[config.mk]
export PLATFORM = sky130hd
export DESIGN_NAME = twpc_div
export DESIGN_NICKNAME = d
export VERILOG_FILES = /design/src/design/twpc_pkg.sv /design/src/design/twpc_div.sv
export SDC_FILE = /design/constraint.sdc
export NUM_CORES = 1
export LEC_CHECK = 0
export ABC_CLOCK_PERIOD_IN_PS = 3700
export BUFFER_PORTS_ARGS = -buffer_cell sky130_fd_sc_hd__buf_2
export CORE_MARGIN = 1.5
export CORE_UTILIZATION = 49
export DETAILED_ROUTE_END_ITERATION = 8
export MAX_ROUTING_LAYER = met4
export PLACE_DENSITY = 0.74
export SETUP_SLACK_MARGIN = 0.5
export SYNTH_ARGS = -nofsm -noshare
export SYNTH_HDL_FRONTEND = slang
export SYNTH_SLANG_ARGS = --single-unit
[constraint.sdc]
create_clock -name clk -period 3.7 [get_ports clk]
set_input_delay 0.37 -clock clk [delete_from_list [all_inputs] [get_ports clk]]
set_output_delay 0.37 -clock clk [all_outputs]
set_load 0.005 [all_outputs]
[src/design/twpc_pkg.sv]
// twpc_pkg: shared types, constants and helper functions for the
// threshold-weighted profile centroid block. No dependencies.
`default_nettype none
package twpc_pkg;

  // Scan and trig constants
  localparam int MAX_CELLS  = 4096;
  localparam int TRIG_FRAC  = 15;
  localparam int TRIG_W     = TRIG_FRAC + 1;
  localparam int QTR        = 5760;
  localparam int FULL_TURN  = 23040;
  localparam int ANG_IW     = 13;

  // Field and accumulator widths
  localparam int W_W    = 16;
  localparam int CNT_W  = 13;
  localparam int SW_W   = 28;
  localparam int WGS_W  = 45;
  localparam int WHS_W  = 47;
  localparam int H_W    = 18;
  localparam int NUM_W  = 47;
  localparam int DEN_W  = 28;
  localparam int DIVC_W = 6;
  localparam int IN_W   = 48;
  localparam int OUT_W  = 168;
  localparam int CFG_IW = 8;
  localparam int CFG_DW = 18;

  // Register indexes
  localparam logic [CFG_IW-1:0] REG_THRESHOLD = 8'd0;
  localparam logic [CFG_IW-1:0] REG_DEV_HEIGHT = 8'd1;
  localparam logic [CFG_IW-1:0] REG_AZIMUTH = 8'd2;
  localparam logic [CFG_IW-1:0] REG_LOFT_LIMIT = 8'd3;

  // Q30 series constants
  localparam logic [63:0] Q30_ONE = 64'd1073741824;
  localparam logic [63:0] PI_Q30  = 64'd3373259426;

  typedef enum logic [4:0] {
    S_IDLE, S_EL_SIN, S_EL_COS, S_PROD, S_SHIFT, S_MUL, S_ACC,
    S_FIN, S_CG_GO, S_CG_WAIT, S_CH_GO, S_CH_WAIT, S_MN_GO, S_MN_WAIT,
    S_AZ_SIN, S_AZ_COS, S_AZ_END, S_EMIT
  } state_t;

  typedef enum logic [1:0] {ROM_EL_SIN, ROM_EL_COS, ROM_AZ_SIN, ROM_AZ_COS} rom_sel_t;
  typedef enum logic [1:0] {DIV_CG, DIV_CH, DIV_MEAN} div_sel_t;

  typedef struct packed {
    logic     in_ready;
    logic     capture;
    rom_sel_t rom_sel;
    logic     load_sin;
    logic     load_cos;
    logic     calc_sh;
    logic     mult;
    logic     accum;
    logic     div_start;
    div_sel_t div_sel;
    logic     cap_cg;
    logic     cap_ch;
    logic     cap_mean;
    logic     load_east;
    logic     load_north;
    logic     emit;
  } cmd_t;

  typedef struct packed {
    logic last;
    logic empty;
    logic div_done;
    logic out_free;
  } sts_t;

  typedef struct packed {
    logic [ANG_IW-1:0] idx;
    logic              neg;
  } trig_idx_t;

  // Quarter-wave sine of r (1/64 degree) in Q1.TRIG_FRAC, odd series to x^11
  function automatic logic [TRIG_W-1:0] sin_q(input logic [ANG_IW-1:0] r);
    logic [63:0] x;
    logic [63:0] x2;
    logic [63:0] t;
    x  = ({51'd0, r} * PI_Q30 + 64'd5760) / 64'd11520;
    x2 = (x * x) >> 30;
    t  = Q30_ONE - x2 / 64'd110;
    t  = Q30_ONE - ((x2 * t) >> 30) / 64'd72;
    t  = Q30_ONE - ((x2 * t) >> 30) / 64'd42;
    t  = Q30_ONE - ((x2 * t) >> 30) / 64'd20;
    t  = Q30_ONE - ((x2 * t) >> 30) / 64'd6;
    t  = (x * t) >> 30;
    if (t > Q30_ONE) begin
      t = Q30_ONE;
    end
    t = (t + (64'd1 << (30 - TRIG_FRAC - 1))) >> (30 - TRIG_FRAC);
    return t[TRIG_W-1:0];
  endfunction

  // Map an angle in 0..FULL_TURN-1 to a quarter-table index and sign
  function automatic trig_idx_t trig_index(input logic [14:0] a);
    trig_idx_t  res;
    logic [14:0] r;
    priority if (a < 15'(QTR)) begin
      r = a;
      res.idx = r[ANG_IW-1:0];
      res.neg = 1'b0;
    end else if (a < 15'(2 * QTR)) begin
      r = a - 15'(QTR);
      res.idx = ANG_IW'(15'(QTR) - r);
      res.neg = 1'b0;
    end else if (a < 15'(3 * QTR)) begin
      r = a - 15'(2 * QTR);
      res.idx = r[ANG_IW-1:0];
      res.neg = 1'b1;
    end else begin
      r = a - 15'(3 * QTR);
      res.idx = ANG_IW'(15'(QTR) - r);
      res.neg = 1'b1;
    end
    return res;
  endfunction

endpackage
`default_nettype wire

[src/design/twpc_div.sv]
// twpc_div: restoring divider, one quotient bit per cycle.
// Depends on twpc_pkg (widths).
`default_nettype none
module twpc_div (
  input  wire logic                        clk,
  input  wire logic                        rst_n,
  input  wire logic                        start,
  input  wire logic [twpc_pkg::NUM_W-1:0]  num,
  input  wire logic [twpc_pkg::DEN_W-1:0]  den,
  output logic      [twpc_pkg::NUM_W-1:0]  quo_r,
  output logic                             done_r
);
  import twpc_pkg::*;

  logic [DIVC_W-1:0] cnt_r;
  logic [DEN_W-1:0]  rem_r;
  logic [DEN_W-1:0]  den_r;
  logic [DEN_W:0]    shifted;
  logic [DEN_W+1:0]  diff;
  logic              ge;
  logic [DEN_W-1:0]  rem_nxt;
  logic [NUM_W-1:0]  quo_nxt;

  // Trial subtract of the next partial remainder
  always_comb begin
    shifted = {rem_r, quo_r[NUM_W-1]};
    diff    = {1'b0, shifted} - {2'b00, den_r};
    ge      = ~diff[DEN_W+1];
    rem_nxt = ge ? diff[DEN_W-1:0] : shifted[DEN_W-1:0];
    quo_nxt = {quo_r[NUM_W-2:0], ge};
  end

  // Iteration counter and done pulse
  always_ff @(posedge clk) begin
    if (!rst_n) begin
      cnt_r  <= '0;
      done_r <= 1'b0;
    end else begin
      done_r <= 1'b0;
      if (start) begin
        cnt_r <= DIVC_W'(NUM_W);
      end else if (cnt_r != '0) begin
        cnt_r <= cnt_r - 1'b1;
        if (cnt_r == DIVC_W'(1)) begin
          done_r <= 1'b1;
        end
      end
    end
  end

  // Remainder and quotient shift
  always_ff @(posedge clk) begin
    if (start) begin
      rem_r <= '0;
      quo_r <= num;
      den_r <= den;
    end else if (cnt_r != '0) begin
      rem_r <= rem_nxt;
      quo_r <= quo_nxt;
    end
  end
endmodule
`default_nettype wire

==> qor.yml <==
die:
  num_io_pins: 126
  chipHeight_um: 113.5
  core_region_area_mm2: 0.01196
  placement_rows: 40
  die-width_um: 113.5
  floorplan.initialDensity_pct: 49.98
  fp.dieArea_mm2: 0.01287
critical_path:
  arrival_ns: 3.08
  crit_fanout: 5
  cp.required_ns: 3.97
  type_of_origin_of_the_critical_path: "flip-flop"
  r2r_cells: 11
  worst_setup_path_end_kind: "flip-flop"
  timing_worst_setup_path_type: "flip-flop to flip-flop"
synth:
  yosysUniqueCellTypes: 57
  synth_enable_flop_cells: 75
  synthesis.yosys.warnings: 0
  post_synth_instance_area_mm2: 0.005978
  synth_seq_area_share_pct: 49.39
  synth-async-reset-ratio_pct: 0
  postSynthRegisterBits: 110
  ys.flop_type: "edfxtp_1"
  synth.net_count: 666
  syn-instance-count: 556
  syn_avg_cell_area_um2: 10.75
clock_tree:
  reg_clk_slew_reported_paths_ns: 0.08
  cts_repair_resize_count: 0
  clock_tree.buffer_depth: 2
  ctsRootBufferMaster: "clkbuf_16"
  clock_latency_ns: 0.37
  postCtsHoldBufs: 0
  tritoncts: "done"
  cts.htree.levels: 3
  clock_sink_count: 110
  numCtsBuffers: 9
  cts_post_setup_buffers_inserted: 0
power:
  leakage_uw: 0.003034
  vdd_ir_drop_max_mv: 0.4047
  power-per-cell-area_mw_per_mm2: 497.9
grt:
  antenna_found_initial: 0
  gr-usage-all-layers_pct: 21.42
  grt_pass1_wl_um: 21310
  largest_net_degree_at_the_start_of_global_routing: 57
  grt_pass1_vias: 4572
  gr-total-overflow: 0
place:
  place_hpwl_um: 9165
  placement.io_buffers: 125
  place.gp.congestion: 0.8996
hold_path:
  worst_min_delay_path_class: "input port to flip-flop"
  hold_depth: 1
timing:
  hold-worst-slack_ns: 0.1734
  maxSlewViolCount: 0
  timing.max_slew.rel_slack_pct: 39.24
  finalClockSkew_ns: 0.01524
  final-hold-violation-count: 0
  fin_crit_sh_pct: 75.97
  maxClockFrequency_mhz: 355.8
  min_period_ns: 2.811
  rsz0062_at_grt: "false"
  totalNegativeSetupSlack_ns: 0
  worstMarginPinSlew_ns: 0.9092
  number_of_setup_violations_in_the_final_report: 0
route:
  drt_first_pass_iters: 4
  initialDrtViolationCount: 290
  dr_total_vias: 4569
  route.antenna.remaining_nets: 0
  drc: 0
  route.final.wire_length_um: 12850
  route.detailed.vias_per_inst: 5.552
  routedWlPerCell_um: 15.61
layout:
  layout_common_cells: "124 x buf_2, 75 x edfxtp_1, 50 x nand2_1"
  final_common_cell: "buf_2"
  antenna_cells_inserted: 0
  area_grow_syn2layout_pct: 17.08
  layout_cells_sized_above_1_pct: 30.18
  nets: 781
job:
  drv.max_cap_violation_count: 0
status:
  outcome: "finished, final reports clean"
flip-flops by register name, summed over array words and instances (netlist names):
register / cells
cnt_r: 6
den_r: 28
done_r: 1
quo_r: 47
rem_r: 28
synthesized netlist by cell type (2+ instances only):
master	count	share of area, %
o31a_1	2	0.29
nand2b_1	4	0.42
a21oi_2	2	0.29
xor2_1	7	1.0
and4_1	5	0.73
o21ai_0	21	1.8
a21oi_1	24	2.0
buf_6	4	0.75
edfxtp_1	75	38
nor3_1	5	0.42
nand4_1	6	0.63
a21boi_0	4	0.50
nand3_1	12	1.0
clkbuf_1	15	0.94
and3_1	7	0.73
o21a_1	8	1.0
nor2_1	37	2.3
a22oi_1	2	0.25
nand2_1	51	3.2
a311oi_1	16	2.3
mux2i_1	2	0.33
or3_1	8	0.84
ha_1	31	6.5
o211ai_1	5	0.63
xnor2_1	14	2.1
and2_1	2	0.21
clkbuf_2	3	0.25
o21ai_1	5	0.42
mux2_2	47	8.9
nor2b_1	6	0.63
buf_4	3	0.38
a31oi_1	13	1.4
dfxtp_1	35	12
a211oi_1	4	0.50
a21o_1	12	1.5
inv_1	38	2.4
cells by family after synthesis:
group	Yosys count	synth area share, %
and+or+nand+nor	150	11.99
buffers and inverters	65	4.855
AOI/OAI and AO/OA	129	14.67
DFF	110	49.39
muxes	49	9.188
xor gates and xnor gates	21	3.077
adders and majority gates	32	6.823
layout make-up:
type | count | area [um^2]
Clock buffer | 10 | 229.0
Clock inverter | 6 | 80.08
Fill cell | 998 | 4962
Inverter | 38 | 142.6
Multi-Input combinational cell | 381 | 2738
Sequential cell | 110 | 2953
Tap cell | 147 | 183.9
Timing Repair Buffer | 131 | 673.1
worst max-delay path: stages, from the launching register on:
cell and delay (ns):
edfxtp_1 0.39, inv_1 0.06, ha_1 0.22, fa_1 0.38, nand2b_1 0.19, a21oi_1 0.34, nand3_1 0.15, a31oi_1 0.28
o21ai_1 0.15, o21ai_0 0.23, mux2i_1 0.10, o31a_1 0.23
final timing paths:
path	endpoint	slack [ns]	startpoint
worst max-delay path	rem_r[26]$_SDFFE_PP0N_	0.89	quo_r[46]$_DFFE_PP_
worst max register to register	rem_r[26]$_SDFFE_PP0N_	0.89	quo_r[46]$_DFFE_PP_
worst min-delay path	den_r[26]$_DFFE_PP_	0.17	den[26]
worst min register to register	rem_r[0]$_SDFFE_PP0N_	0.49	rem_r[0]$_SDFFE_PP0N_
power breakdown:
| part | switching, uW | internal [uW] | total, uW | leakage [uW] |
|---|---|---|---|---|
| clock network | 462 | 537 | 999 | 0.000146 |
| logic | 493 | 410 | 903 | 0.00183 |
| registers | 93.4 | 1490 | 1580 | 0.00106 |
| total | 1050 | 2440 | 3480 | 0.00303 |
layer usage:
layer  up-vias  routed length, um  global-route usage, %
li1       2267                  -                      -
met1      2129               5818                  27.20
met2       153               6021                  33.90
met3        20                832                  6.164
met4         0                175                  5.750
met5         -                  0                      -
through the flow:
stage                     setup WS (ns)  instances  area (um^2)  power (uW)  util (%)
after floorplan                  0.8913        556         5978        2249         -
after global placement           0.9944        807         6690        2478     55.93
after detailed placement         0.8638        807         6690        2502     55.93
after CTS                        0.8596        823         6999        3504     58.51
after global routing             0.5861        823         6999        3684     58.51
final                            0.8891        823         6999        3485     58.51
No activity file was read; power rests on OpenSTA's default activity.
