### src/design/twpc_pkg.sv
// twpc_pkg: shared types, constants and helper functions for the
// threshold-weighted profile centroid block. No dependencies.
`default_nettype none
package twpc_pkg;

  // Scan and trig constants
  localparam int MAX_CELLS  = 4096;
  localparam int TRIG_FRAC  = 15;
  localparam int TRIG_W     = TRIG_FRAC + 1;
  localparam int QTR        = 5760;
  localparam int FULL_TURN  = 23040;
  localparam int ANG_IW     = 13;

  // Field and accumulator widths
  localparam int W_W    = 16;
  localparam int CNT_W  = 13;
  localparam int SW_W   = 28;
  localparam int WGS_W  = 45;
  localparam int WHS_W  = 47;
  localparam int H_W    = 18;
  localparam int NUM_W  = 47;
  localparam int DEN_W  = 28;
  localparam int DIVC_W = 6;
  localparam int IN_W   = 48;
  localparam int OUT_W  = 168;
  localparam int CFG_IW = 8;
  localparam int CFG_DW = 18;

  // Register indexes
  localparam logic [CFG_IW-1:0] REG_THRESHOLD = 8'd0;
  localparam logic [CFG_IW-1:0] REG_DEV_HEIGHT = 8'd1;
  localparam logic [CFG_IW-1:0] REG_AZIMUTH = 8'd2;
  localparam logic [CFG_IW-1:0] REG_LOFT_LIMIT = 8'd3;

  // Q30 series constants
  localparam logic [63:0] Q30_ONE = 64'd1073741824;
  localparam logic [63:0] PI_Q30  = 64'd3373259426;

  typedef enum logic [4:0] {
    S_IDLE, S_EL_SIN, S_EL_COS, S_PROD, S_SHIFT, S_MUL, S_ACC,
    S_FIN, S_CG_GO, S_CG_WAIT, S_CH_GO, S_CH_WAIT, S_MN_GO, S_MN_WAIT,
    S_AZ_SIN, S_AZ_COS, S_AZ_END, S_EMIT
  } state_t;

  typedef enum logic [1:0] {ROM_EL_SIN, ROM_EL_COS, ROM_AZ_SIN, ROM_AZ_COS} rom_sel_t;
  typedef enum logic [1:0] {DIV_CG, DIV_CH, DIV_MEAN} div_sel_t;

  typedef struct packed {
    logic     in_ready;
    logic     capture;
    rom_sel_t rom_sel;
    logic     load_sin;
    logic     load_cos;
    logic     calc_sh;
    logic     mult;
    logic     accum;
    logic     div_start;
    div_sel_t div_sel;
    logic     cap_cg;
    logic     cap_ch;
    logic     cap_mean;
    logic     load_east;
    logic     load_north;
    logic     emit;
  } cmd_t;

  typedef struct packed {
    logic last;
    logic empty;
    logic div_done;
    logic out_free;
  } sts_t;

  typedef struct packed {
    logic [ANG_IW-1:0] idx;
    logic              neg;
  } trig_idx_t;

  // Quarter-wave sine of r (1/64 degree) in Q1.TRIG_FRAC, odd series to x^11
  function automatic logic [TRIG_W-1:0] sin_q(input logic [ANG_IW-1:0] r);
    logic [63:0] x;
    logic [63:0] x2;
    logic [63:0] t;
    x  = ({51'd0, r} * PI_Q30 + 64'd5760) / 64'd11520;
    x2 = (x * x) >> 30;
    t  = Q30_ONE - x2 / 64'd110;
    t  = Q30_ONE - ((x2 * t) >> 30) / 64'd72;
    t  = Q30_ONE - ((x2 * t) >> 30) / 64'd42;
    t  = Q30_ONE - ((x2 * t) >> 30) / 64'd20;
    t  = Q30_ONE - ((x2 * t) >> 30) / 64'd6;
    t  = (x * t) >> 30;
    if (t > Q30_ONE) begin
      t = Q30_ONE;
    end
    t = (t + (64'd1 << (30 - TRIG_FRAC - 1))) >> (30 - TRIG_FRAC);
    return t[TRIG_W-1:0];
  endfunction

  // Map an angle in 0..FULL_TURN-1 to a quarter-table index and sign
  function automatic trig_idx_t trig_index(input logic [14:0] a);
    trig_idx_t  res;
    logic [14:0] r;
    priority if (a < 15'(QTR)) begin
      r = a;
      res.idx = r[ANG_IW-1:0];
      res.neg = 1'b0;
    end else if (a < 15'(2 * QTR)) begin
      r = a - 15'(QTR);
      res.idx = ANG_IW'(15'(QTR) - r);
      res.neg = 1'b0;
    end else if (a < 15'(3 * QTR)) begin
      r = a - 15'(2 * QTR);
      res.idx = r[ANG_IW-1:0];
      res.neg = 1'b1;
    end else begin
      r = a - 15'(3 * QTR);
      res.idx = ANG_IW'(15'(QTR) - r);
      res.neg = 1'b1;
    end
    return res;
  endfunction

endpackage
`default_nettype wire

### src/design/twpc_ctrl.sv
// twpc_ctrl: sequencer for cell accumulation and the end-of-scan result.
// Depends on twpc_pkg (state_t, cmd_t, sts_t).
`default_nettype none
module twpc_ctrl (
  input  wire logic           clk,
  input  wire logic           rst_n,
  input  wire logic           in_tvalid,
  input  wire twpc_pkg::sts_t sts,
  output twpc_pkg::cmd_t      cmd
);
  import twpc_pkg::*;

  state_t state_r;
  state_t state_nxt;

  always_ff @(posedge clk) begin
    if (!rst_n) begin
      state_r <= S_IDLE;
    end else begin
      state_r <= state_nxt;
    end
  end

  // Next state
  always_comb begin
    state_nxt = state_r;
    unique case (state_r)
      S_IDLE:    if (in_tvalid) state_nxt = S_EL_SIN;
      S_EL_SIN:  state_nxt = S_EL_COS;
      S_EL_COS:  state_nxt = S_PROD;
      S_PROD:    state_nxt = S_SHIFT;
      S_SHIFT:   state_nxt = S_MUL;
      S_MUL:     state_nxt = S_ACC;
      S_ACC:     state_nxt = sts.last ? S_FIN : S_IDLE;
      S_FIN:     state_nxt = sts.empty ? S_EMIT : S_CG_GO;
      S_CG_GO:   state_nxt = S_CG_WAIT;
      S_CG_WAIT: if (sts.div_done) state_nxt = S_CH_GO;
      S_CH_GO:   state_nxt = S_CH_WAIT;
      S_CH_WAIT: if (sts.div_done) state_nxt = S_MN_GO;
      S_MN_GO:   state_nxt = S_MN_WAIT;
      S_MN_WAIT: if (sts.div_done) state_nxt = S_AZ_SIN;
      S_AZ_SIN:  state_nxt = S_AZ_COS;
      S_AZ_COS:  state_nxt = S_AZ_END;
      S_AZ_END:  state_nxt = S_EMIT;
      S_EMIT:    if (sts.out_free) state_nxt = S_IDLE;
      default:   state_nxt = S_IDLE;
    endcase
  end

  // Commands
  always_comb begin
    cmd = '0;
    cmd.rom_sel = ROM_EL_SIN;
    cmd.div_sel = DIV_CG;
    unique case (state_r)
      S_IDLE: begin
        cmd.in_ready = 1'b1;
        cmd.capture  = in_tvalid;
      end
      S_EL_SIN:  cmd.rom_sel = ROM_EL_SIN;
      S_EL_COS: begin
        cmd.rom_sel  = ROM_EL_COS;
        cmd.load_sin = 1'b1;
      end
      S_PROD:    cmd.load_cos = 1'b1;
      S_SHIFT:   cmd.calc_sh = 1'b1;
      S_MUL:     cmd.mult = 1'b1;
      S_ACC:     cmd.accum = 1'b1;
      S_CG_GO: begin
        cmd.div_start = 1'b1;
        cmd.div_sel   = DIV_CG;
      end
      S_CG_WAIT: cmd.cap_cg = sts.div_done;
      S_CH_GO: begin
        cmd.div_start = 1'b1;
        cmd.div_sel   = DIV_CH;
      end
      S_CH_WAIT: cmd.cap_ch = sts.div_done;
      S_MN_GO: begin
        cmd.div_start = 1'b1;
        cmd.div_sel   = DIV_MEAN;
      end
      S_MN_WAIT: cmd.cap_mean = sts.div_done;
      S_AZ_SIN:  cmd.rom_sel = ROM_AZ_SIN;
      S_AZ_COS: begin
        cmd.rom_sel   = ROM_AZ_COS;
        cmd.load_east = 1'b1;
      end
      S_AZ_END:  cmd.load_north = 1'b1;
      S_EMIT:    cmd.emit = sts.out_free;
      default:   cmd = '0;
    endcase
  end
endmodule
`default_nettype wire

### config.mk
export PLATFORM = sky130hd
export DESIGN_NAME = twpc_ctrl
export DESIGN_NICKNAME = d
export VERILOG_FILES = /design/src/design/twpc_pkg.sv /design/src/design/twpc_ctrl.sv
export SDC_FILE = /design/constraint.sdc
export NUM_CORES = 1
export LEC_CHECK = 0
export ABC_AREA = 1
export BUFFER_PORTS_ARGS = -buffer_cell sky130_fd_sc_hd__buf_2
export CAP_MARGIN = 10
export CORE_AREA = 2 2 42 44
export DETAILED_ROUTE_END_ITERATION = 8
export DIE_AREA = 0 0 44 46
export GPL_TIMING_DRIVEN = 0
export PLACE_DENSITY = 0.79
export SLEW_MARGIN = 15
export SYNTH_ARGS = -nofsm -noshare
export SYNTH_HDL_FRONTEND = slang
export SYNTH_SLANG_ARGS = --single-unit
export TNS_END_PERCENT = 1
### constraint.sdc
create_clock -name clk -period 1.2 [get_ports clk]
set_input_delay 0.18 -clock clk [delete_from_list [all_inputs] [get_ports clk]]
set_output_delay 0.18 -clock clk [all_outputs]
set_load 0.01 [all_outputs]
==> out/results.ini <==
[timing]
post-route-period-util_pct = 116
slew_headroom_pct = 80.5
worst_slew_pin_slew_ns = 0.290
finalHoldViolCount = 0
clock_skew_ns = 0.00232
fin_ws_ns = -0.196
finalSetupTns_ns = -3.22
finalCriticalPeriod_ns = 1.40
grt_setup_unrepaired = true
slew_viol_final = 0
whs_ns = 0.183
setup_viol = 23
fmax_mhz = 716

[drt]
vias = 872
drc = 0
drt_iter0_markers = 16
drt_pass1_iterations = 4
detail-route-antenna-nets = 0
routedWlPerCell_um = 12.1
wl_um = 2040
viasPerCell = 5.16

[place]
hpwl_um = 1360
port_buffers = 24
gp_congestion = 0.952
pre_cts_slack_ns = -0.234
dpl_cell_area_um2 = 746
dp.cells = 151

[clock_network]
cts.sinks = 5
clk_transition_reported_paths_ns = 0.04
cts_root_buf = clkbuf_4
cts_buffers = 3
cts_hold_buffers = 0
cts_tree = done
clk_latency_ns = 0.24
h-tree-depth = 1
ctsLongestPathBuffers = 2

[worst_setup_path]
r2r_end = state_r[1]
cp.required_ns = 1.02
r2r_start = state_r[0]
r2r_cells = 9
ff2ff_setup_slack_ns = -0.17
cp-end-kind = output pin
criticalPathCategory = reg2out
critPathMaxFanout = 7
worstPathArrival_ns = 1.22
critPathLaunchType = flop

[synthesis]
synth_common_cells = nand2_1, nor2_1, inv_1
syn_area_um2 = 593
ys_types = 18
synth_top_area_share_pct = 16.9
synth-edff-count = 0
avgSynthCellArea_um2 = 5.39
ys.flop_type = dfxtp_1
syn_inst = 110
yosysMostFrequentCell = nand2_1
yosys-top-cells-area = dfxtp_1, nand2_1, nor2_1
synth_nets = 117
synth_seq_area_share_pct = 16.9
async_reset_ff_share_pct = 0
ys_seq_elements = 5
yosysTopAreaCell = dfxtp_1
ys_warn_count = 0

[grt]
grt_pass1_vias = 775
grt_pass1_wl_um = 3290
grt_remaining_overflow = 0
grt_max_degree = 8
grt_use_total_pct = 21.7
antenna_found_initial = 0

[finish]
stdcell_count = 169
largestRegisters = state_r x5
drive_gt1_share_pct = 53.9
design_area_um2 = 997
syn_to_final_growth_pct = 68.1
largest_reg_flops = 5
num-fill-cells = 129
largest_register = state_r
fin_nets = 160
antenna_cells = 0

[floorplanning]
die_area_um2 = 2020
start_util_pct = 36.7
io-pin-count = 25
die_x_um = 44
core_um2 = 1610
rows = 15
die_y_um = 46

[power_and_ir_drop]
leakage_nw = 0.587
vdd_drop_max_mv = 1.16
power_density_nw_per_um2 = 2000

[hold_path]
min_to = state_r[3]
hp-start = rst_n
hold_path_depth = 3
hold_path_class = in2reg

[outcome]
failed_checks = setup timing
outcome = complete, but fails checks

[job]
cap_violations = 0

==> critical path, stage by stage (launching register included) <==
cell,delay [ns]
dfxtp_4,0.43
nand2_4,0.10
nor2_4,0.13
nand2_2,0.09
nor2_1,0.09
buf_2,0.13
==> area by class of cell <==
cell class                      instances  area (µm²)  share of cell area, %
Multi-Input combinational cell         82         495                   49.7
Tap cell                               17        21.3                   2.13
Clock buffer                            4        26.3                   2.63
Sequential cell                         5         119                   11.9
Inverter                               22        90.1                   9.03
Timing Repair Buffer                   39         245                   24.6
==> metrics by stage <==
stage          power, mW  util [%]
2_1_floorplan       1.02         -
5_1_grt             2.16      61.8
3_3_place_gp        1.26      46.2
3_5_place_dp        1.29      46.2
6_report            1.99      61.8
4_1_cts             1.92      60.5
==> power by group <==
group / switching [mW] / leakage (nW) / internal (mW)
clock: 0.0635 / 0.0150 / 0.125
combinational: 0.780 / 0.527 / 0.590
sequential: 0.180 / 0.0445 / 0.252
total: 1.02 / 0.587 / 0.968
==> layer usage <==
layer	up-vias	track usage (%)	wire length, µm
li1	429	-	-
met1	397	24.6	814
met2	40	40.0	1050
met3	6	2.78	135
met4	0	9.70	38
met5	-	0	0
==> layout by cell type (no fill, tap or decap) <==
cell type | Yosys | final
a21oi_1 | 2 | 2
nand4_1 | 1 | 1
inv_2 | 4 | 7
nand2_2 | 4 | 5
nand2_4 | 0 | 2
a21oi_2 | 1 | 1
o211ai_1 | 1 | 1
clkbuf_4 | 0 | 3
nor3_4 | 0 | 2
inv_1 | 18 | 13
nor3_2 | 0 | 2
dfxtp_4 | 0 | 5
nand3_4 | 0 | 1
nor2_1 | 22 | 17
buf_12 | 0 | 1
a41oi_1 | 1 | 1
buf_2 | 1 | 24
nand2_1 | 24 | 21
inv_4 | 0 | 1
nand3_2 | 3 | 3
nand3_1 | 11 | 10
nor2_4 | 3 | 6
inv_6 | 0 | 1
o21ai_0 | 3 | 2
o21ai_1 | 0 | 1
buf_4 | 0 | 14
clkbuf_1 | 0 | 1
nor2_2 | 2 | 4
==> cell families (layout without fill, tap and decap cells) <==
logic type	after synthesis	after routing	synth area share [%]
and+or+nand+nor	74	74	59.9
buffers and inverters	23	65	14.8
AOI/OAI and AO/OA	8	8	8.44
DFF	5	5	16.9
==> how the worst max path moves through the flow <==
stage	start	slack [ns]	to
3_3_place_gp	state_r[1]	-0.17	state_r[1]
4_1_cts	state_r[1]	-0.16	cmd[4]
6_report	state_r[1]	-0.20	cmd[4]
3_5_place_dp	state_r[1]	-0.23	state_r[1]
5_1_grt	state_r[0]	-0.28	state_r[3]
2_1_floorplan	state_r[1]	-0.02	state_r[2]
==> timing repair <==
item                       4_1_cts  5_1_grt
gates resized for setup         32        4
setup buffers                   14        1
pin swaps                       12        6
setup endpoints to repair       23       23
gates cloned                     0        0
Note: power is estimated with default switching activity, not from simulation.
