**src/design/twpc_pkg.sv**
```systemverilog
// twpc_pkg: shared types, constants and helper functions for the
// threshold-weighted profile centroid block. No dependencies.
`default_nettype none
package twpc_pkg;

  // Scan and trig constants
  localparam int MAX_CELLS  = 4096;
  localparam int TRIG_FRAC  = 15;
  localparam int TRIG_W     = TRIG_FRAC + 1;
  localparam int QTR        = 5760;
  localparam int FULL_TURN  = 23040;
  localparam int ANG_IW     = 13;

  // Field and accumulator widths
  localparam int W_W    = 16;
  localparam int CNT_W  = 13;
  localparam int SW_W   = 28;
  localparam int WGS_W  = 45;
  localparam int WHS_W  = 47;
  localparam int H_W    = 18;
  localparam int NUM_W  = 47;
  localparam int DEN_W  = 28;
  localparam int DIVC_W = 6;
  localparam int IN_W   = 48;
  localparam int OUT_W  = 168;
  localparam int CFG_IW = 8;
  localparam int CFG_DW = 18;

  // Register indexes
  localparam logic [CFG_IW-1:0] REG_THRESHOLD = 8'd0;
  localparam logic [CFG_IW-1:0] REG_DEV_HEIGHT = 8'd1;
  localparam logic [CFG_IW-1:0] REG_AZIMUTH = 8'd2;
  localparam logic [CFG_IW-1:0] REG_LOFT_LIMIT = 8'd3;

  // Q30 series constants
  localparam logic [63:0] Q30_ONE = 64'd1073741824;
  localparam logic [63:0] PI_Q30  = 64'd3373259426;

  typedef enum logic [4:0] {
    S_IDLE, S_EL_SIN, S_EL_COS, S_PROD, S_SHIFT, S_MUL, S_ACC,
    S_FIN, S_CG_GO, S_CG_WAIT, S_CH_GO, S_CH_WAIT, S_MN_GO, S_MN_WAIT,
    S_AZ_SIN, S_AZ_COS, S_AZ_END, S_EMIT
  } state_t;

  typedef enum logic [1:0] {ROM_EL_SIN, ROM_EL_COS, ROM_AZ_SIN, ROM_AZ_COS} rom_sel_t;
  typedef enum logic [1:0] {DIV_CG, DIV_CH, DIV_MEAN} div_sel_t;

  typedef struct packed {
    logic     in_ready;
    logic     capture;
    rom_sel_t rom_sel;
    logic     load_sin;
    logic     load_cos;
    logic     calc_sh;
    logic     mult;
    logic     accum;
    logic     div_start;
    div_sel_t div_sel;
    logic     cap_cg;
    logic     cap_ch;
    logic     cap_mean;
    logic     load_east;
    logic     load_north;
    logic     emit;
  } cmd_t;

  typedef struct packed {
    logic last;
    logic empty;
    logic div_done;
    logic out_free;
  } sts_t;

  typedef struct packed {
    logic [ANG_IW-1:0] idx;
    logic              neg;
  } trig_idx_t;

  // Quarter-wave sine of r (1/64 degree) in Q1.TRIG_FRAC, odd series to x^11
  function automatic logic [TRIG_W-1:0] sin_q(input logic [ANG_IW-1:0] r);
    logic [63:0] x;
    logic [63:0] x2;
    logic [63:0] t;
    x  = ({51'd0, r} * PI_Q30 + 64'd5760) / 64'd11520;
    x2 = (x * x) >> 30;
    t  = Q30_ONE - x2 / 64'd110;
    t  = Q30_ONE - ((x2 * t) >> 30) / 64'd72;
    t  = Q30_ONE - ((x2 * t) >> 30) / 64'd42;
    t  = Q30_ONE - ((x2 * t) >> 30) / 64'd20;
    t  = Q30_ONE - ((x2 * t) >> 30) / 64'd6;
    t  = (x * t) >> 30;
    if (t > Q30_ONE) begin
      t = Q30_ONE;
    end
    t = (t + (64'd1 << (30 - TRIG_FRAC - 1))) >> (30 - TRIG_FRAC);
    return t[TRIG_W-1:0];
  endfunction

  // Map an angle in 0..FULL_TURN-1 to a quarter-table index and sign
  function automatic trig_idx_t trig_index(input logic [14:0] a);
    trig_idx_t  res;
    logic [14:0] r;
    priority if (a < 15'(QTR)) begin
      r = a;
      res.idx = r[ANG_IW-1:0];
      res.neg = 1'b0;
    end else if (a < 15'(2 * QTR)) begin
      r = a - 15'(QTR);
      res.idx = ANG_IW'(15'(QTR) - r);
      res.neg = 1'b0;
    end else if (a < 15'(3 * QTR)) begin
      r = a - 15'(2 * QTR);
      res.idx = r[ANG_IW-1:0];
      res.neg = 1'b1;
    end else begin
      r = a - 15'(3 * QTR);
      res.idx = ANG_IW'(15'(QTR) - r);
      res.neg = 1'b1;
    end
    return res;
  endfunction

endpackage
`default_nettype wire

```
**src/design/twpc_dp.sv**
```systemverilog
// twpc_dp: datapath with config registers, cell mapping, accumulators,
// result assembly and output register. Depends on twpc_pkg.
`default_nettype none
module twpc_dp (
  input  wire logic                          clk,
  input  wire logic                          rst_n,
  input  wire logic                          cfg_we,
  input  wire logic [twpc_pkg::CFG_IW-1:0]   cfg_index,
  input  wire logic [twpc_pkg::CFG_DW-1:0]   cfg_data,
  input  wire logic [twpc_pkg::IN_W-1:0]     in_tdata,
  input  wire logic                          in_tlast,
  input  wire twpc_pkg::cmd_t                cmd,
  output twpc_pkg::sts_t                     sts,
  output logic      [twpc_pkg::ANG_IW-1:0]   rom_addr,
  input  wire logic [twpc_pkg::TRIG_W-1:0]   rom_q,
  output logic      [twpc_pkg::NUM_W-1:0]    div_num,
  output logic      [twpc_pkg::DEN_W-1:0]    div_den,
  input  wire logic [twpc_pkg::NUM_W-1:0]    div_quo,
  input  wire logic                          div_done,
  output logic                               out_tvalid,
  input  wire logic                          out_tready,
  output logic      [twpc_pkg::OUT_W-1:0]    out_tdata,
  output logic                               out_tuser
);
  import twpc_pkg::*;

  localparam int PW = 2 * W_W;

  // Configuration
  logic [W_W-1:0]        thr_r;
  logic [W_W-1:0]        dev_r;
  logic [14:0]           az_r;
  logic signed [H_W-1:0] lim_r;

  // Cell registers
  logic [W_W-1:0]        w_r;
  logic [W_W-1:0]        rng_r;
  logic [ANG_IW-1:0]     el_mag_r;
  logic                  el_neg_r;
  logic                  last_r;
  logic [PW-1:0]         psin_r;
  logic [PW-1:0]         pcos_r;
  logic [W_W-1:0]        s_r;
  logic signed [H_W-1:0] h_r;
  logic [PW-1:0]         ws_r;
  logic signed [34:0]    wh_r;

  // Accumulators
  logic [CNT_W-1:0]        cnt_r;
  logic [SW_W-1:0]         sw_r;
  logic [WGS_W-1:0]        wgs_r;
  logic signed [WHS_W-1:0] whs_r;
  logic signed [H_W-1:0]   lo_r;
  logic signed [H_W-1:0]   hi_r;
  logic [W_W-1:0]          peak_r;

  // Result registers
  logic [W_W-1:0]        cg_r;
  logic signed [H_W-1:0] ch_r;
  logic [W_W-1:0]        mean_r;
  logic [16:0]           east_r;
  logic [16:0]           north_r;
  logic                  out_valid_r;
  logic [OUT_W-1:0]      out_data_r;
  logic                  out_none_r;

  logic signed [13:0]    el_in;
  logic [ANG_IW-1:0]     el_mag_nxt;
  logic                  el_neg_nxt;
  logic signed [PW:0]    hs_prod;
  logic signed [PW:0]    hs_shift;
  logic [14:0]           az_m;
  logic [15:0]           az_c_sum;
  logic [14:0]           az_c;
  trig_idx_t             az_sin;
  trig_idx_t             az_cos;
  logic [PW-1:0]         pe;
  logic signed [PW:0]    pe_signed;
  logic signed [PW:0]    pe_shift;
  logic                  hot;
  logic                  empty;
  logic [WHS_W-1:0]      whs_mag;
  logic [OUT_W-1:0]      pack;
  logic                  spray;
  logic [H_W-1:0]        thick;

  // Write config registers; unknown indexes are dropped
  always_ff @(posedge clk) begin
    if (!rst_n) begin
      thr_r <= 16'd960;
      dev_r <= 16'd288;
      az_r  <= 15'd2560;
      lim_r <= 18'sd560;
    end else if (cfg_we) begin
      unique case (cfg_index)
        REG_THRESHOLD:  thr_r <= cfg_data[W_W-1:0];
        REG_DEV_HEIGHT: dev_r <= cfg_data[W_W-1:0];
        REG_AZIMUTH:    az_r  <= cfg_data[14:0];
        REG_LOFT_LIMIT: lim_r <= $signed(cfg_data);
        default: ;
      endcase
    end
  end

  // Saturate elevation to +-90 degrees, split sign and magnitude
  always_comb begin
    el_in = $signed(in_tdata[45:32]);
    if (el_in > 14'sd5760) begin
      el_mag_nxt = ANG_IW'(QTR);
      el_neg_nxt = 1'b0;
    end else if (el_in < -14'sd5760) begin
      el_mag_nxt = ANG_IW'(QTR);
      el_neg_nxt = 1'b1;
    end else if (el_in < 14'sd0) begin
      el_mag_nxt = ANG_IW'(-el_in);
      el_neg_nxt = 1'b1;
    end else begin
      el_mag_nxt = el_in[ANG_IW-1:0];
      el_neg_nxt = 1'b0;
    end
  end

  // Azimuth indexes for sine and cosine
  always_comb begin
    az_m     = (az_r >= 15'(FULL_TURN)) ? az_r - 15'(FULL_TURN) : az_r;
    az_c_sum = {1'b0, az_m} + 16'(QTR);
    az_c     = (az_c_sum >= 16'(FULL_TURN)) ? 15'(az_c_sum - 16'(FULL_TURN)) :
                                              az_c_sum[14:0];
    az_sin   = trig_index(az_m);
    az_cos   = trig_index(az_c);
  end

  // Select table address
  always_comb begin
    unique case (cmd.rom_sel)
      ROM_EL_SIN: rom_addr = el_mag_r;
      ROM_EL_COS: rom_addr = ANG_IW'(QTR) - el_mag_r;
      ROM_AZ_SIN: rom_addr = az_sin.idx;
      ROM_AZ_COS: rom_addr = az_cos.idx;
      default:    rom_addr = el_mag_r;
    endcase
  end

  // Height offset floor and centroid split products
  always_comb begin
    hs_prod   = el_neg_r ? -$signed({1'b0, psin_r}) : $signed({1'b0, psin_r});
    hs_shift  = hs_prod >>> TRIG_FRAC;
    pe        = {16'd0, cg_r} * {16'd0, rom_q};
    pe_signed = (cmd.load_east ? az_sin.neg : az_cos.neg) ? -$signed({1'b0, pe}) :
                                                             $signed({1'b0, pe});
    pe_shift  = pe_signed >>> TRIG_FRAC;
  end

  assign hot   = (w_r > thr_r) && (cnt_r < CNT_W'(MAX_CELLS));
  assign empty = (cnt_r == '0) || (sw_r == '0);

  // Capture the beat and run the per-cell mapping
  always_ff @(posedge clk) begin
    if (cmd.capture) begin
      w_r      <= in_tdata[15:0];
      rng_r    <= in_tdata[31:16];
      el_mag_r <= el_mag_nxt;
      el_neg_r <= el_neg_nxt;
      last_r   <= in_tlast;
    end
    if (cmd.load_sin) begin
      psin_r <= {16'd0, rng_r} * {16'd0, rom_q};
    end
    if (cmd.load_cos) begin
      pcos_r <= {16'd0, rng_r} * {16'd0, rom_q};
    end
    if (cmd.calc_sh) begin
      s_r <= pcos_r[TRIG_FRAC+W_W-1:TRIG_FRAC];
      h_r <= $signed(hs_shift[H_W-1:0]) + $signed({2'b00, dev_r});
    end
    if (cmd.mult) begin
      ws_r <= {16'd0, w_r} * {16'd0, s_r};
      wh_r <= 35'($signed({1'b0, w_r}) * h_r);
    end
  end

  // Accumulate hot cells; clear on reset and when the result is loaded into the output register
  always_ff @(posedge clk) begin
    if (!rst_n || cmd.emit) begin
      cnt_r  <= '0;
      sw_r   <= '0;
      wgs_r  <= '0;
      whs_r  <= '0;
      lo_r   <= 18'sd131071;
      hi_r   <= 18'sh20000;
      peak_r <= '0;
    end else if (cmd.accum && hot) begin
      cnt_r <= cnt_r + 1'b1;
      sw_r  <= sw_r + SW_W'(w_r);
      wgs_r <= wgs_r + WGS_W'(ws_r);
      whs_r <= whs_r + WHS_W'(wh_r);
      if (h_r < lo_r) lo_r <= h_r;
      if (h_r > hi_r) hi_r <= h_r;
      if (w_r > peak_r) peak_r <= w_r;
    end
  end

  // Divider operands
  assign whs_mag = whs_r[WHS_W-1] ? WHS_W'(-whs_r) : WHS_W'(whs_r);
  always_comb begin
    unique case (cmd.div_sel)
      DIV_CG: begin
        div_num = NUM_W'(wgs_r);
        div_den = sw_r;
      end
      DIV_CH: begin
        div_num = whs_mag;
        div_den = sw_r;
      end
      DIV_MEAN: begin
        div_num = NUM_W'(sw_r);
        div_den = DEN_W'(cnt_r);
      end
      default: begin
        div_num = NUM_W'(wgs_r);
        div_den = sw_r;
      end
    endcase
  end

  // Capture quotients and azimuth split
  always_ff @(posedge clk) begin
    if (cmd.cap_cg) cg_r <= div_quo[W_W-1:0];
    if (cmd.cap_ch) begin
      ch_r <= whs_r[WHS_W-1] ? -$signed(div_quo[H_W-1:0]) : $signed(div_quo[H_W-1:0]);
    end
    if (cmd.cap_mean) mean_r <= div_quo[W_W-1:0];
    if (cmd.load_east) east_r <= pe_shift[16:0];
    if (cmd.load_north) north_r <= pe_shift[16:0];
  end

  // Assemble the result beat
  always_comb begin
    spray = ch_r > lim_r;
    thick = H_W'(hi_r - lo_r);
    pack  = {spray, mean_r, peak_r, north_r, east_r, ch_r, cg_r, thick,
             hi_r, lo_r, cnt_r};
  end

  // Output register
  always_ff @(posedge clk) begin
    if (!rst_n) begin
      out_valid_r <= 1'b0;
    end else if (cmd.emit) begin
      out_valid_r <= 1'b1;
    end else if (out_tready) begin
      out_valid_r <= 1'b0;
    end
  end

  always_ff @(posedge clk) begin
    if (cmd.emit) begin
      out_data_r <= empty ? '0 : pack;
      out_none_r <= empty;
    end
  end

  assign out_tvalid   = out_valid_r;
  assign out_tdata    = out_data_r;
  assign out_tuser    = out_none_r;
  assign sts.last     = last_r;
  assign sts.empty    = empty;
  assign sts.div_done = div_done;
  assign sts.out_free = ~out_valid_r | out_tready;
endmodule
`default_nettype wire

```
**config.mk**
```make
export PLATFORM = sky130hd
export DESIGN_NAME = twpc_dp
export DESIGN_NICKNAME = d
export VERILOG_FILES = /design/src/design/twpc_pkg.sv /design/src/design/twpc_dp.sv
export SDC_FILE = /design/constraint.sdc
export NUM_CORES = 2
export LEC_CHECK = 0
export ABC_AREA = 1
export BUFFER_PORTS_ARGS = -buffer_cell sky130_fd_sc_hd__buf_2
export CORE_UTILIZATION = 35
export DETAILED_ROUTE_END_ITERATION = 12
export PLACE_DENSITY = 0.53
export SYNTH_ARGS = -nofsm -noshare
export SYNTH_HDL_FRONTEND = slang
export SYNTH_SLANG_ARGS = --single-unit
```
**constraint.sdc**
```tcl
create_clock -name clk -period 8.7 [get_ports clk]
set_input_delay 0 -clock clk [delete_from_list [all_inputs] [get_ports clk]]
set_output_delay 0 -clock clk [all_outputs]
set_load 0.02 [all_outputs]
```
==> impl_results.md <==
* Status: complete, no violations
* Met1 GRT Util at 27.1%
* Clock root cell: clkbuf_16
* Post-Synth Simple-Gate Area at around 15%
* WL final at 228,000 um
* Sequential share of the synthesized area at 25.0%
* Met2 Resource Use GR at a little under two fifths
* Util after Layout at 39.8%
* Clk sink count at 700
* Die area at 213,000 sq um
* H-tree levels at 3
* Post-synth EDFFs at 449
* R2R Path End: north_r[15]
* GRT busiest layer: met2
* Post-synth ARST share at 0%
* Worst-path maximum fanout at 17
* Port bufs at 387
* GRT Resource Usage Total at between 20% and 30%
* Synthesized flop and latch total at 700
* Die Wd at roughly 460 um
* Synthesis-to-finish area growth at 12.9%
* Setup crit start kind: register
* Reg2reg start: cg_r[7]
* GPL Wtd Cong at 0.934
* Final Hold Viols at 0
* Synth Area in Adders at 34.7%
* Slew at the pin with the worst max-slew slack at 1150 ps
* Largest net degree at the start of global routing at 128
* # setup viols final at 0
* Syn Std Cell Area at 73,900 sq um
* Initial detailed-routing violation count at 3,669
* Synth Instances at 8,936
* Synth cell types at 64
* CP Data Required Time at 9210 ps
* RSZ-0062 raised after global routing: false
* Clock Skew at 65.0 ps
* Antenna viol nets, final at 0
* Share of post-route cells with drive strength above 1 at 7.56%
* CTS tree: done
* Worst setup startpoint: cg_r[7]
* DR DRC count at 0
* Commonest cells after routing, fill and taps aside: inv_1, nand2_1, fa_1
* Num rows at 168
* Syn nets at 10,600
* CP endpoint: north_r[15]
* Worst R2R Path Depth at 26
* Fin crit share at around nine tenths
* Rel. slew slack at 23.3%
* First-pass GRT wire length at 356,000 um
* Antenna violations before repair at 8
* FMAX at about 0.13 GHz
* Most common cell after layout, fill and taps aside: inv_1
* Wirelength per Cell at 18.7 um
* Via count at 59,200
* Layout filler cell count at approximately 21,000
* Area of the multi-input gates at 46,000 sq um
* Final non-filler cell total at 12,200
* Placed Cells at ~12,000
* NumNets Final at 11,000
* Mux contribution to synthesized area at 0%
* Length of the first detailed-routing pass in iterations at 6
* Reg2Reg Setup Slack at around 1000 ps
* Clock buffer depth at 3
* CP arrival at 8210 ps
* Synth Area per Inst at 8.27 sq um
* TNS Setup at 0 ps
* Clock Latency Late Sink at roughly 760 ps
* Critical path type: reg2reg
* Residual overflow from global routing at 0
* I/O pin count at 423
* Fin crit period at ~7700 ps
* Worst setup EP type: register
* HP Class: in2out
* Top_reg_cell synth: edfxtp_1
* Worst-path clk slew at 70 ps
* Met3 Use GR at 2.46%
* Max Slew Vio Count at 0
* Via density at approximately 5
* Compound-gate portion of the synthesized area at a little under a tenth
* Die Ht at 461 um
* Initial Util at between 30% and 40%
* Largest family of logic cells by synthesized area: adder cells
* Core Region at 210,000 sq um
* Vias in the first global route at 61,900
* Max-Cap Viols at 0
* Synth warn at 0
* Reg area at about 19,000 sq um
* DP HPWL at 178,000 um
* Num CTS Buffers at 88
* Synthesized-area fraction occupied by xor and xnor cells at 3.43%
## state kept, by name, indices dropped and copies added (netlist names), 17 cells and up
| register | cells |
|---|---|
| ch_r | 18 |
| psin_r | 32 |
| lo_r | 18 |
| ws_r | 32 |
| lim_r | 18 |
| hi_r | 18 |
| whs_r | 47 |
| h_r | 18 |
| north_r | 17 |
| wh_r | 35 |
| out_tdata | 168 |
| sw_r | 28 |
| east_r | 17 |
| wgs_r | 45 |
## cells in the mapped netlist, types with 17 or more instances
cell type / n / area share [%]
inv_1: 2122 / 11
nand2_1: 1718 / 8.7
fa_1: 880 / 24
ha_1: 640 / 11
a21oi_1: 601 / 4.1
nor2_1: 516 / 2.6
edfxtp_1: 449 / 18
o21ai_0: 396 / 2.7
clkbuf_1: 350 / 1.8
dfxtp_1: 251 / 6.8
nand3_1: 189 / 1.3
xor2_1: 157 / 1.9
xnor2_1: 132 / 1.6
nor3_1: 69 / 0.47
nand4_1: 55 / 0.47
a31oi_1: 39 / 0.33
o211ai_1: 36 / 0.37
nor4_1: 32 / 0.27
a21boi_0: 25 / 0.25
nand2_2: 20 / 0.17
o21bai_1: 19 / 0.19
o21a_1: 18 / 0.18
a211oi_1: 17 / 0.17
## per-stage QoR
step	hold WS, ps	cell area (sq um)	setup WS, ps
after detailed placement	0.137	78700	1110
after global placement	0.137	78700	1100
final	0.0391	83400	1000
after CTS	0.137	83400	999
after floorplan	98.9	73900	2050
after global routing	0.163	83400	516
## what timing repair did
| action | 4_1_cts | 5_1_grt |
|---|---|---|
| endpoints found under the hold margin | 439 | 0 |
| gates resized for setup | 0 | 0 |
| buffers inserted | 0 | 0 |
| hold buffers | 163 | 0 |
## cells by family after synthesis
kind of cell / count (synthesis)
simple gates: 2651
buf+inv: 2509
fa+ha+maj: 1520
compound gates: 1267
flops: 700
xor+xnor: 289
## per-layer routing
| metal | share of wire [%] | up-vias |
|---|---|---|
| met1 | 42 | 29100 |
| met5 | 0.0044 | - |
| met3 | 4.7 | 339 |
| li1 | - | 28300 |
| met2 | 48 | 1455 |
| met4 | 4.8 | 2 |
## how the worst min path moves through the flow
stage / startpoint / endpoint / slack [ps] / cells after the start
6_report: div_done / sts[1] / 0.04 / 0
3_5_place_dp: div_done / sts[1] / 0.1 / 0
2_1_floorplan: div_quo[0] / cg_r[0] / 100 / 0
5_1_grt: div_done / sts[1] / 0.2 / 0
3_3_place_gp: div_done / sts[1] / 0.1 / 0
4_1_cts: div_done / sts[1] / 0.1 / 0
## critical path, cell delays in order (launching register included)
cell      delay [ps]
edfxtp_1         900
nand2_1          180
fa_1             600
fa_1             450
fa_1             460
fa_1             570
inv_1             50
fa_1             500
inv_1             60
fa_1             540
inv_1             40
ha_1             340
nand2_1           90
o21bai_1         490
xnor2_1          180
nand4_1          100
nor2_1           100
nand2_1          130
nor2_1           280
nand2_1          110
nor2_1           150
nand3_1          150
nor2_1           230
nand3_1          150
o21ai_2          230
nand2_1          100
xor2_1           280
## layout make-up
type,instances,area share (%)
diodes,10,0.0300
clock buffers,108,2.89
flip-flops and latches,700,22.2
well taps,2805,4.21
repair buffers,640,5.19
multi-input cells,5727,55.1
inverters,2140,9.64
clock inverters,54,0.735
Power is left out: the tool's default activity adds up to more than one toggle a clock period on the data nets, which glitch-free logic cannot reach.
